$ cat config.mk
export PLATFORM = sky130hd
export DESIGN_NAME = input_restricted_deque
export DESIGN_NICKNAME = d
export VERILOG_FILES = /design/src/rtl/core/ird_pkg.sv /design/src/rtl/core/ird_ram.sv /design/src/rtl/core/input_restricted_deque.sv
export SDC_FILE = /design/constraint.sdc
export NUM_CORES = 1
export LEC_CHECK = 0
export BUFFER_PORTS_ARGS = -buffer_cell sky130_fd_sc_hd__buf_2
export CORE_UTILIZATION = 40
export DETAILED_ROUTE_END_ITERATION = 10
export SYNTH_ARGS = -nofsm -noshare
export SYNTH_HDL_FRONTEND = slang
export SYNTH_SLANG_ARGS = --single-unit
$ cat constraint.sdc
create_clock -name clk -period 4.45 [get_ports clk]
set_input_delay 1.1125 -clock clk [delete_from_list [all_inputs] [get_ports clk]]
set_output_delay 1.1125 -clock clk [all_outputs]
set_load 0.005 [all_outputs]
$ cat src/rtl/core/ird_pkg.sv
`default_nettype none

package ird_pkg;

  localparam int DATA_W = 32;
  localparam int OCC_W  = 5;

  // Command opcodes
  localparam logic [1:0] OP_PUSH_REAR = 2'd0;
  localparam logic [1:0] OP_POP_FRONT = 2'd1;
  localparam logic [1:0] OP_POP_REAR  = 2'd2;

  // Result status codes
  localparam logic [1:0] ST_DONE  = 2'd0;
  localparam logic [1:0] ST_FULL  = 2'd1;
  localparam logic [1:0] ST_EMPTY = 2'd2;

  typedef struct packed {
    logic [1:0]               opcode;
    logic signed [DATA_W-1:0] push_value;
  } cmd_t;

  typedef struct packed {
    logic [1:0]               status;
    logic signed [DATA_W-1:0] popped_value;
    logic [OCC_W-1:0]         occupancy;
  } result_t;

endpackage

`default_nettype wire

$ cat src/rtl/core/ird_ram.sv
`default_nettype none

module ird_ram import ird_pkg::*; #(
  parameter int DEPTH = 16,
  parameter int AW    = 4
) (
  input  wire logic              clk,
  input  wire logic              we,
  input  wire logic [AW-1:0]     waddr,
  input  wire logic [DATA_W-1:0] wdata,
  input  wire logic              re,
  input  wire logic [AW-1:0]     raddr,
  output logic      [DATA_W-1:0] rdata
);

  logic [DATA_W-1:0] mem [DEPTH];

  always_ff @(posedge clk) begin
    if (we) begin
      mem[waddr] <= wdata;
    end
  end

  // registered read port
  always_ff @(posedge clk) begin
    if (re) begin
      rdata <= mem[raddr];
    end
  end

endmodule

`default_nettype wire

$ cat src/rtl/core/input_restricted_deque.sv
`default_nettype none
// Input-restricted deque: push at the rear, pop at the front or the rear.
// The result strobe (done) rises in the cycle after the command transfer.
// Throughput: one command per cycle; busy stays low, the receiver cannot stall.
// Reset (rst, synchronous, active high): deque empty, pointers at zero;
// storage contents are not cleared and are undefined until pushed.

module input_restricted_deque import ird_pkg::*; #(
  parameter int DEPTH = 16
) (
  input  wire logic clk,
  input  wire logic rst,
  input  wire logic start,
  output logic      busy,
  input  wire cmd_t command,
  output logic      done,
  output result_t   result
);

  localparam int AW = (DEPTH > 1) ? $clog2(DEPTH) : 1;
  localparam int CW = $clog2(DEPTH + 1);
  localparam logic [AW-1:0] LAST = AW'(DEPTH - 1);
  localparam logic [CW-1:0] FULL_COUNT = CW'(DEPTH);

  // Pointer/count state. front marks the oldest entry, rear the newest.
  logic [AW-1:0] front, front_next;
  logic [AW-1:0] rear, rear_next;
  logic [CW-1:0] count, count_next;

  // Result side registers
  logic             pop_hit;
  logic [1:0]       status;
  logic [OCC_W-1:0] occupancy;

  logic              accept;
  logic              is_empty;
  logic              wr_en;
  logic [AW-1:0]     wr_addr;
  logic              rd_en;
  logic [AW-1:0]     rd_addr;
  logic [1:0]        status_next;
  logic [DATA_W-1:0] rd_data;

  // Every command resolves in its transfer cycle against the pointer
  // registers, so nothing ever needs to hold the requester off.
  assign busy     = 1'b0;
  assign accept   = start && !busy;
  assign is_empty = (count == '0);

  always_comb begin
    front_next  = front;
    rear_next   = rear;
    count_next  = count;
    status_next = ST_DONE;
    wr_en       = 1'b0;
    wr_addr     = rear;
    rd_en       = 1'b0;
    rd_addr     = front;
    case (command.opcode)
      OP_PUSH_REAR: begin
        if (count == FULL_COUNT) begin
          status_next = ST_FULL;
        end else if (is_empty) begin
          // first entry always lands at slot zero
          front_next = '0;
          rear_next  = '0;
          wr_en      = 1'b1;
          wr_addr    = '0;
          count_next = CW'(1);
        end else begin
          rear_next  = (rear == LAST) ? '0 : rear + AW'(1);
          wr_en      = 1'b1;
          wr_addr    = rear_next;
          count_next = count + CW'(1);
        end
      end
      OP_POP_FRONT, OP_POP_REAR: begin
        if (is_empty) begin
          status_next = ST_EMPTY;
        end else begin
          rd_en      = 1'b1;
          rd_addr    = (command.opcode == OP_POP_FRONT) ? front : rear;
          count_next = count - CW'(1);
          if (count == CW'(1)) begin
            // last entry out: back to the reset arrangement
            front_next = '0;
            rear_next  = '0;
          end else if (command.opcode == OP_POP_FRONT) begin
            front_next = (front == LAST) ? '0 : front + AW'(1);
          end else begin
            rear_next = (rear == '0) ? LAST : rear - AW'(1);
          end
        end
      end
      default: begin
        // unused opcode: no change, reports current fill
      end
    endcase
  end

  // A pop reads the entry in its own transfer cycle; any push to that entry
  // was written at an earlier edge, so no forwarding is required.
  ird_ram #(
    .DEPTH (DEPTH),
    .AW    (AW)
  ) u_ram (
    .clk   (clk),
    .we    (accept && wr_en),
    .waddr (wr_addr),
    .wdata (command.push_value),
    .re    (accept && rd_en),
    .raddr (rd_addr),
    .rdata (rd_data)
  );

  always_ff @(posedge clk) begin
    if (rst) begin
      front   <= '0;
      rear    <= '0;
      count   <= '0;
      done    <= 1'b0;
      pop_hit <= 1'b0;
    end else begin
      done <= accept;
      if (accept) begin
        front   <= front_next;
        rear    <= rear_next;
        count   <= count_next;
        pop_hit <= rd_en;
      end
    end
  end

  // payload side, no reset needed
  always_ff @(posedge clk) begin
    if (accept) begin
      status    <= status_next;
      occupancy <= OCC_W'(count_next);
    end
  end

  assign result.status       = status;
  assign result.popped_value = pop_hit ? rd_data : '0;
  assign result.occupancy    = occupancy;

endmodule

`default_nettype wire
==> results of run 1 <==
[worst reg2reg max path, stage by stage, from the launching register on]
cell                        delay [ns]
sky130_fd_sc_hd__dfxtp_1          0.46
sky130_fd_sc_hd__inv_1            0.13
sky130_fd_sc_hd__ha_1             0.27
sky130_fd_sc_hd__nor4b_4          0.15
sky130_fd_sc_hd__buf_4            0.20
sky130_fd_sc_hd__inv_2            0.34
sky130_fd_sc_hd__a21oi_4          0.13
sky130_fd_sc_hd__nor2_4           0.19
sky130_fd_sc_hd__buf_12           0.26
sky130_fd_sc_hd__mux2_4           0.34
sky130_fd_sc_hd__a2111oi_0        0.53
sky130_fd_sc_hd__or4b_1           0.49
[per-stage QoR]
step / instance area (um2) / setup slack [ns]
CTS: 26700 / 0.6438
finish: 26700 / 0.6246
detailed placement: 24970 / -0.02125
global route: 26700 / 0.4205
global placement: 24970 / 0.03875
floorplan: 23070 / 0.4146
[registers in the layout, indices dropped and copies added, names as in the netlist]
name         cells
count            5
done             1
front            4
occupancy        5
pop_hit          1
rear             4
status           2
u_ram.mem      512
u_ram.rdata     32
[cell type report]
cell class                      instances  area [um2]
Multi-Input combinational cell        898        5982
Sequential cell                       566       16850
Clock buffer                           68        1489
Inverter                               17       63.81
Tap cell                              756       945.9
Clock inverter                         35       249.0
Timing Repair Buffer                  134        1129
Fill cell                            4882       30010
[worst max-delay path by stage]
stage,to,slack [ns]
global placement,u_ram.rdata[24],0.04
detailed placement,u_ram.rdata[14],-0.02
floorplan,u_ram.mem[10][0],0.41
global route,u_ram.rdata[14],0.42
finish,u_ram.rdata[2],0.62
CTS,u_ram.rdata[24],0.64
[cell families (layout without fill, tap and decap cells)]
| kind of cell | after synthesis | count (layout) | synth area share, % |
|---|---|---|---|
| AOI/OAI and AO/OA | 393 | 393 | 10.26 |
| other | 1 | 1 | 0.01626 |
| buffers and inverters | 118 | 254 | 2.170 |
| and+or+nand+nor | 381 | 381 | 8.473 |
| DFF | 566 | 566 | 73.03 |
| adders and majority gates | 11 | 11 | 0.5967 |
| muxes | 112 | 112 | 5.451 |
[power by group through the flow]
stage               Clock, mW  Combinational [mW]  Sequential, mW
finish                   4.51               0.668            5.98
global route             4.80               0.729            5.99
CTS                      4.58               0.669            5.98
detailed placement          0               0.667            6.09
global placement            0               0.649            6.09
floorplan                   0               0.388            6.06
[Yosys cell counts, types with 5 or more instances]
library cell                count  area [um2]
sky130_fd_sc_hd__mux2_2        11       123.9
sky130_fd_sc_hd__a2111oi_0     23       201.4
sky130_fd_sc_hd__nor2_1        47       176.4
sky130_fd_sc_hd__mux2_4        22       330.3
sky130_fd_sc_hd__a21oi_1      152       760.7
sky130_fd_sc_hd__nor3_1         7       35.03
sky130_fd_sc_hd__mux2i_1       78       780.8
sky130_fd_sc_hd__or4_1          5       37.54
sky130_fd_sc_hd__nand3_1       91       455.4
sky130_fd_sc_hd__o211ai_1       7       52.55
sky130_fd_sc_hd__a2bb2oi_1      5       43.79
sky130_fd_sc_hd__ha_1          11       137.6
sky130_fd_sc_hd__edfxtp_1     551       16550
sky130_fd_sc_hd__buf_2         16       80.08
sky130_fd_sc_hd__dfxtp_1       15       300.3
sky130_fd_sc_hd__clkbuf_1      77       289.0
sky130_fd_sc_hd__a211o_1       14       122.6
sky130_fd_sc_hd__or4b_1        22       220.2
sky130_fd_sc_hd__nand2_1      128       480.5
sky130_fd_sc_hd__inv_1         16       60.06
sky130_fd_sc_hd__o21ai_0      107       535.5
sky130_fd_sc_hd__nand2b_1       5       31.28
sky130_fd_sc_hd__a31oi_1        8       50.05
sky130_fd_sc_hd__a211oi_1      14       105.1
sky130_fd_sc_hd__and3_1         9       56.30
sky130_fd_sc_hd__o22a_1         5       43.79
sky130_fd_sc_hd__o22ai_1       29       181.4
sky130_fd_sc_hd__and2_1        35       219.0
sky130_fd_sc_hd__nand4_1       13       81.33
[metal layers]
metal  up-vias  GRT usage [%]  part of all wire (%)
met5         -              0                 0.016
met4         2          4.877                   2.1
met3        83          3.346                   6.2
met2       463          31.59                    47
met1      7166          27.33                    45
li1       6337              -                     -
==> results.txt, run 1 <==
The H-tree was split into 2 levels. For the number of pins exceeding their max-slew limit in the final report, the log shows 0. The number of gates resized after CTS was 0.

Cell leakage power: 8.956 nW. For the clock skew, the log shows 0.007392 ns. The synthesized instance count is 1582, and the worst stage delay on the critical path is 0.63 ns. The net count of the finished layout is 1722. The run gives 3 as the buffer depth of the longest clock path. The residual antenna-violating net count after detailed routing is 0. Of the total power, the share spent switching nets is 21.98%.

The worst hold path passes through 2 cells. The path with the worst hold slack has its endpoint at count[1]. The tools report the launching element of the worst setup path as command[32]. The logs give 4.17 ns for the worst endpoint data arrival time and 13779 for the number of global-route vias before repair.

The top cell types in the final layout, fill and taps aside, are sky130_fd_sc_hd__edfxtp_1 (551), sky130_fd_sc_hd__a21oi_1 (151), sky130_fd_sc_hd__nand2_1 (127). Global routing used 19.52% of the available tracks across all layers. In this run the count of I/O pins placed on the die edge is 78.

At the pin with the least slew margin, the transition time is 0.8416 ns. The mean instance size in the synthesized netlist is 14.58 um2, and the total clock sinks is 566. During synthesis, Yosys emitted a total of 0 warnings.

In the routed layout, each cell is associated on average with a via count of 5.679. The number of instances in the placed design is 2371. The class of the tightest hold or removal check is reg -> reg. The first global-routing pass estimated 86930 um of wire. Counting both buffers and inverters, the worst setup path holds a total of 3. The cell area that synthesis handed to floorplanning was 23070 um2. The logs give 0 for the final-report hold violation count and 47.09% for the final core area utilization. The clock insertion delay at the later pin of the skew report is 0.61 ns, and the number of cells in the finished layout apart from fillers is 2474.

The layout overhead on the synthesized area was 15.77%; the share of total power in combinational logic was 6.0%. The power per cell area is 417.9 nW/um2. After the first detailed-routing iteration, the DRC count stood at 1410.

The most used flip-flop cell after synthesis is sky130_fd_sc_hd__edfxtp_1. For this run, asynchronously set or reset flops after synthesis account for 0%. The floorplan has 87 rows. The floorplan step defined a die boundary enclosing 58630 um2. The buffer type at the clock tree root was sky130_fd_sc_hd__clkbuf_16. The post-CTS clock slew at the launch and capture registers of the worst setup and hold paths works out to 0.06 ns. Largest net degree at the start of global routing: 85. The total negative slack came out at 0 ns. For the worst endpoint required time, the log shows 4.79 ns. The number of remaining DRC errors came out at 0. The slowest stage of the critical path belongs to the cell sky130_fd_sc_hd__nor2b_1. In this run the most critical hold path is launched from count[1]. Across all register-to-register paths, the minimum setup slack is 0.71 ns.

From bottom edge to top edge, the die measures 242.1 um. Number of antenna cells inserted: 0. Static timing analysis puts the maximum clock frequency at 261.4 MHz.

After synthesis, the netlist uses 66 different library cells. Hold is met by 0.6316 ns. The fraction of layout cells with a size suffix above 1 is 16.36%.

The logs give 1630 for the net count after synthesis and 40.67% for the effective utilization at floorplan. The final period utilization is 85.96%. The category of the worst setup path launch point was an input port. The most frequent standard cell in the layout excluding fill and tap cells was sky130_fd_sc_hd__edfxtp_1.

Sequential elements use 73.03% of the synthesized area. The total area inside the core boundary comes to 56710 um2. Once detailed placement completed, the half-perimeter wirelength came to 31720 um. Measured against its own limit, the worst slew margin works out to 42.44%. Of all nets on the critical path, the largest fanout is 21. Buffers added to address setup during post-CTS repair amount to 0.

Yosys mapped a number of flops with a built-in enable equal to 551. Worst reg2reg path depth: 11. The logs give 5 for the number of detailed-routing iterations run before antenna repair and 57 for the number of CTS-inserted buffers. Setup violations remaining at the end of the flow were counted as 0. The total routed wirelength came out at 57740 um. Input and output buffers added on the ports amount to 76.

Of the total power, the clock network draws 40.4%. The post-route total power is 11.16 mW. In this run the number of cells on the critical path is 10. The tool flagged a number of max-cap violations equal to 0. The logs give 0.8131 for the final estimated routing congestion in global placement and 2.453 mW for the switching component of the power.

The worst path needs 3.825 ns of the cycle, external delays included. Across the VDD grid, the largest voltage drop is 0.2893 mV. Cell internal power was estimated by the tool at 8.707 mW. The run finished with clean final reports.

The top cell family by delay on the critical path was simple AND/OR/NAND/NOR gates. In this run, synthesis produced a sequential element count of 566. The number of hold buffers added after CTS was 0.

The routed length per placed instance is 23.34 um. TritonCTS built the clock tree. The detailed-route via count was 14051; the width of the chip was 242.1 um. Per report_power, the sequential group accounts for 53.6% of the total.

The total overflow left after global routing is 0. The signal on the critical path passes through buf_2 > inv_1 > ha_1 > nor2b_1 > a21oi_4 > nor2_4 > buf_12 > mux2_4 > a2111oi_0 > or4b_1. Startpoint of the most critical register-to-register path: count[0].

The kind of critical path was in -> reg. The number of antenna violations at the first check in global routing came out at 2. Setup repair after global routing left no endpoint under its margin. The capturing element type of the critical path is a flip-flop. The end of the worst register-to-register path was u_ram.rdata[2].
Note: power is estimated with default switching activity, not from simulation.
==> run 2: changes to the inputs <==
--- a/config.mk
+++ b/config.mk
@@ -6,8 +6,10 @@
 export NUM_CORES = 1
 export LEC_CHECK = 0
 export BUFFER_PORTS_ARGS = -buffer_cell sky130_fd_sc_hd__buf_2
+export CAP_MARGIN = 20
 export CORE_UTILIZATION = 40
 export DETAILED_ROUTE_END_ITERATION = 10
+export RECOVER_POWER = 50
 export SYNTH_ARGS = -nofsm -noshare
 export SYNTH_HDL_FRONTEND = slang
 export SYNTH_SLANG_ARGS = --single-unit
==> results.txt, run 2 (synthesis gave the netlist of run 1 again) <==
The flow ran to the end, and the final reports show no timing, DRC or antenna violations. The run gives 0 as the number of pins exceeding their max-slew limit in the final report. From synthesis to final layout, the design area changed by 15.48%. The routed length per placed instance is 23.29 um, and the post-route total power is 11.15 mW.

The congestion estimate from routability-driven global placement came to 0.8131. For the total negative slack, the log shows 0 ns. TritonCTS built the clock tree.

Final HPWL from detailed placement: 31720 um. The achievable clock frequency is 263.1 MHz, and the final-report hold violation count is 0. The detailed-route via count is 14048. For the clock skew, the log shows 0.008565 ns. Category of the worst setup path launch point: an input port.

For the number of cells in the finished layout apart from fillers, the log shows 2474. In this run the clock root is driven by a sky130_fd_sc_hd__clkbuf_16. The number of antenna cells inserted was 0; the post-CTS clock slew at the launch and capture registers of the worst setup and hold paths was 0.06 ns.

The register ranked first by flip-flop count is u_ram.mem. The first global-routing pass estimated 86930 um of wire. Summed over all layers, the global routing overflow is 0. The most frequent standard cell in the layout excluding fill and tap cells is sky130_fd_sc_hd__edfxtp_1.

The H-tree was split into 2 levels. The capturing element type of the critical path was a flip-flop. The width of the chip came out at 242.1 um.

The placed instances occupy a cell area of 24970 um2. The pre-antenna-repair detailed-routing pass consisted of 5 iterations. VDD sags by at most 0.2879 mV.

The clock period could shrink to 3.801 ns. In this run, post-CTS repair resized a total of 0 instances. The area of the core was 56710 um2. Final period utilization: 85.42%.

Data on the critical path is required at its endpoint by 4.79 ns. The number of clock buffers added by TritonCTS is 57. Row count: 87. After layout, the worst setup slack is 0.6489 ns. The logs give 4.14 ns for the worst endpoint data arrival time and 566 for the total clock sinks.

Port buffering added 76 buffers. Summed over all layers, the routed wires come to 57630 um. The tools report the cell leakage power as 8.821 nW. For this run, the slowest stage of the critical path takes 0.63 ns. Counting tap cells, the placed design contains a total of 2371 instances. At the pin with the least slew margin, the transition time is 1.124 ns. Walking the worst path, the cells encountered are buf_2 > inv_1 > ha_1 > nor2b_1 > a21oi_4 > nor2_4 > buf_12 > mux2_4 > a2111oi_0 > or4b_1.

For the number of DRC markers in iteration 0, the log shows 1337. Across every metal layer, demand over resource in global routing totals 19.52%. At the later pin of the worst-skew pair, clock insertion delay measures 0.61 ns. Dividing the detail-routed via count by the number of cells gives 5.678. The run gives -0.02125 ns as the placement-stage worst setup slack. The logs give 46.97% for the final core area utilization and 1722 for the net count reported at finish. The tools report the hold buffer count at CTS as 0. For the post-CTS setup buffer count, the log shows 0. Kind of critical path: in -> reg. The run gives 13779 as the number of global-route vias before repair. Setup repair after global routing left no endpoint under its margin. The worst pin sits at a relative slew slack of 24.96%. After routing the design area is 26640 um2. The flip-flop count of the largest register, all copies and words added was 512; the buffer depth of the longest clock path was 3. The buffering stage count on the worst path with inverters included came out at 3. The power per cell area is 418.7 nW/um2, and the residual antenna-violating net count after detailed routing is 0.

In the layout the commonest cells are sky130_fd_sc_hd__edfxtp_1 (551), sky130_fd_sc_hd__a21oi_1 (151), sky130_fd_sc_hd__nand2_1 (127). The largest registers in the layout are u_ram.mem: 512 flops, u_ram.rdata: 32 flops. The tightest hold margin was 0.6301 ns; the total of max-cap violations was 0. Entering global routing, the biggest net connects 85 pins. The count of pins on the block boundary was 78.

The number of antenna violations at the first check in global routing came out at 2. The top cell family by delay on the critical path was simple AND/OR/NAND/NOR gates. Peak fanout along the critical path: 21. Once the floorplan was initialized, standard cells occupied 40.67% of the core. The die covers 58630 um2.

The critical path's slowest cell was sky130_fd_sc_hd__nor2b_1. Cells with a size suffix above 1 make up 13.97% of the layout. Setup violations remaining at the end of the flow were counted as 0. The die is 242.1 um tall. The worst hold path belongs to the class reg -> reg. The run gives 0 as the number of remaining DRC errors.
-- run 2: cell types whose count changed in the layout (fill, tap and decap cells not counted), sizes merged --
cell,previous run,this run
clkbuf,68,107
buf,134,95
-- run 2: path summary, 6_finish.rpt --
kind	from	to	slack, ns	depth (start not counted)
max reg2reg	count[0]	u_ram.rdata[24]	0.72	11
max	command[32]	u_ram.rdata[24]	0.65	10
min	count[1]	count[1]	0.63	2
min reg2reg	count[1]	count[1]	0.63	2
-- run 2: worst register-to-register path, cell delays in order (launching register included) --
cell,delay [ns]
sky130_fd_sc_hd__dfxtp_1,0.46
sky130_fd_sc_hd__inv_1,0.13
sky130_fd_sc_hd__ha_1,0.26
sky130_fd_sc_hd__nor4b_1,0.16
sky130_fd_sc_hd__buf_4,0.21
sky130_fd_sc_hd__inv_2,0.34
sky130_fd_sc_hd__a21oi_4,0.13
sky130_fd_sc_hd__nor2_4,0.19
sky130_fd_sc_hd__buf_12,0.27
sky130_fd_sc_hd__mux2_4,0.35
sky130_fd_sc_hd__a2111oi_0,0.51
sky130_fd_sc_hd__or4b_1,0.48
-- run 2: metal layers --
layer  share of wire (%)  global-route usage (%)
met5               0.016                       0
met3                 6.3                   3.346
met4                 2.0                   4.877
met1                  44                   27.33
met2                  47                   31.59
-- run 2: final cells by class --
cell class	count	area, um2
fillers	4892	30080
flip-flops and latches	566	16850
multi-input cells	898	5967
clock buffers	68	1489
repair buffers	134	1077
well taps	756	945.9
clock inverters	35	249.0
inverters	17	63.81
-- run 2: power by group --
group	internal [mW]	switching [mW]
combinational	0.221	0.436
sequential	5.93	0.0473
clock	2.54	1.97
total	8.70	2.45
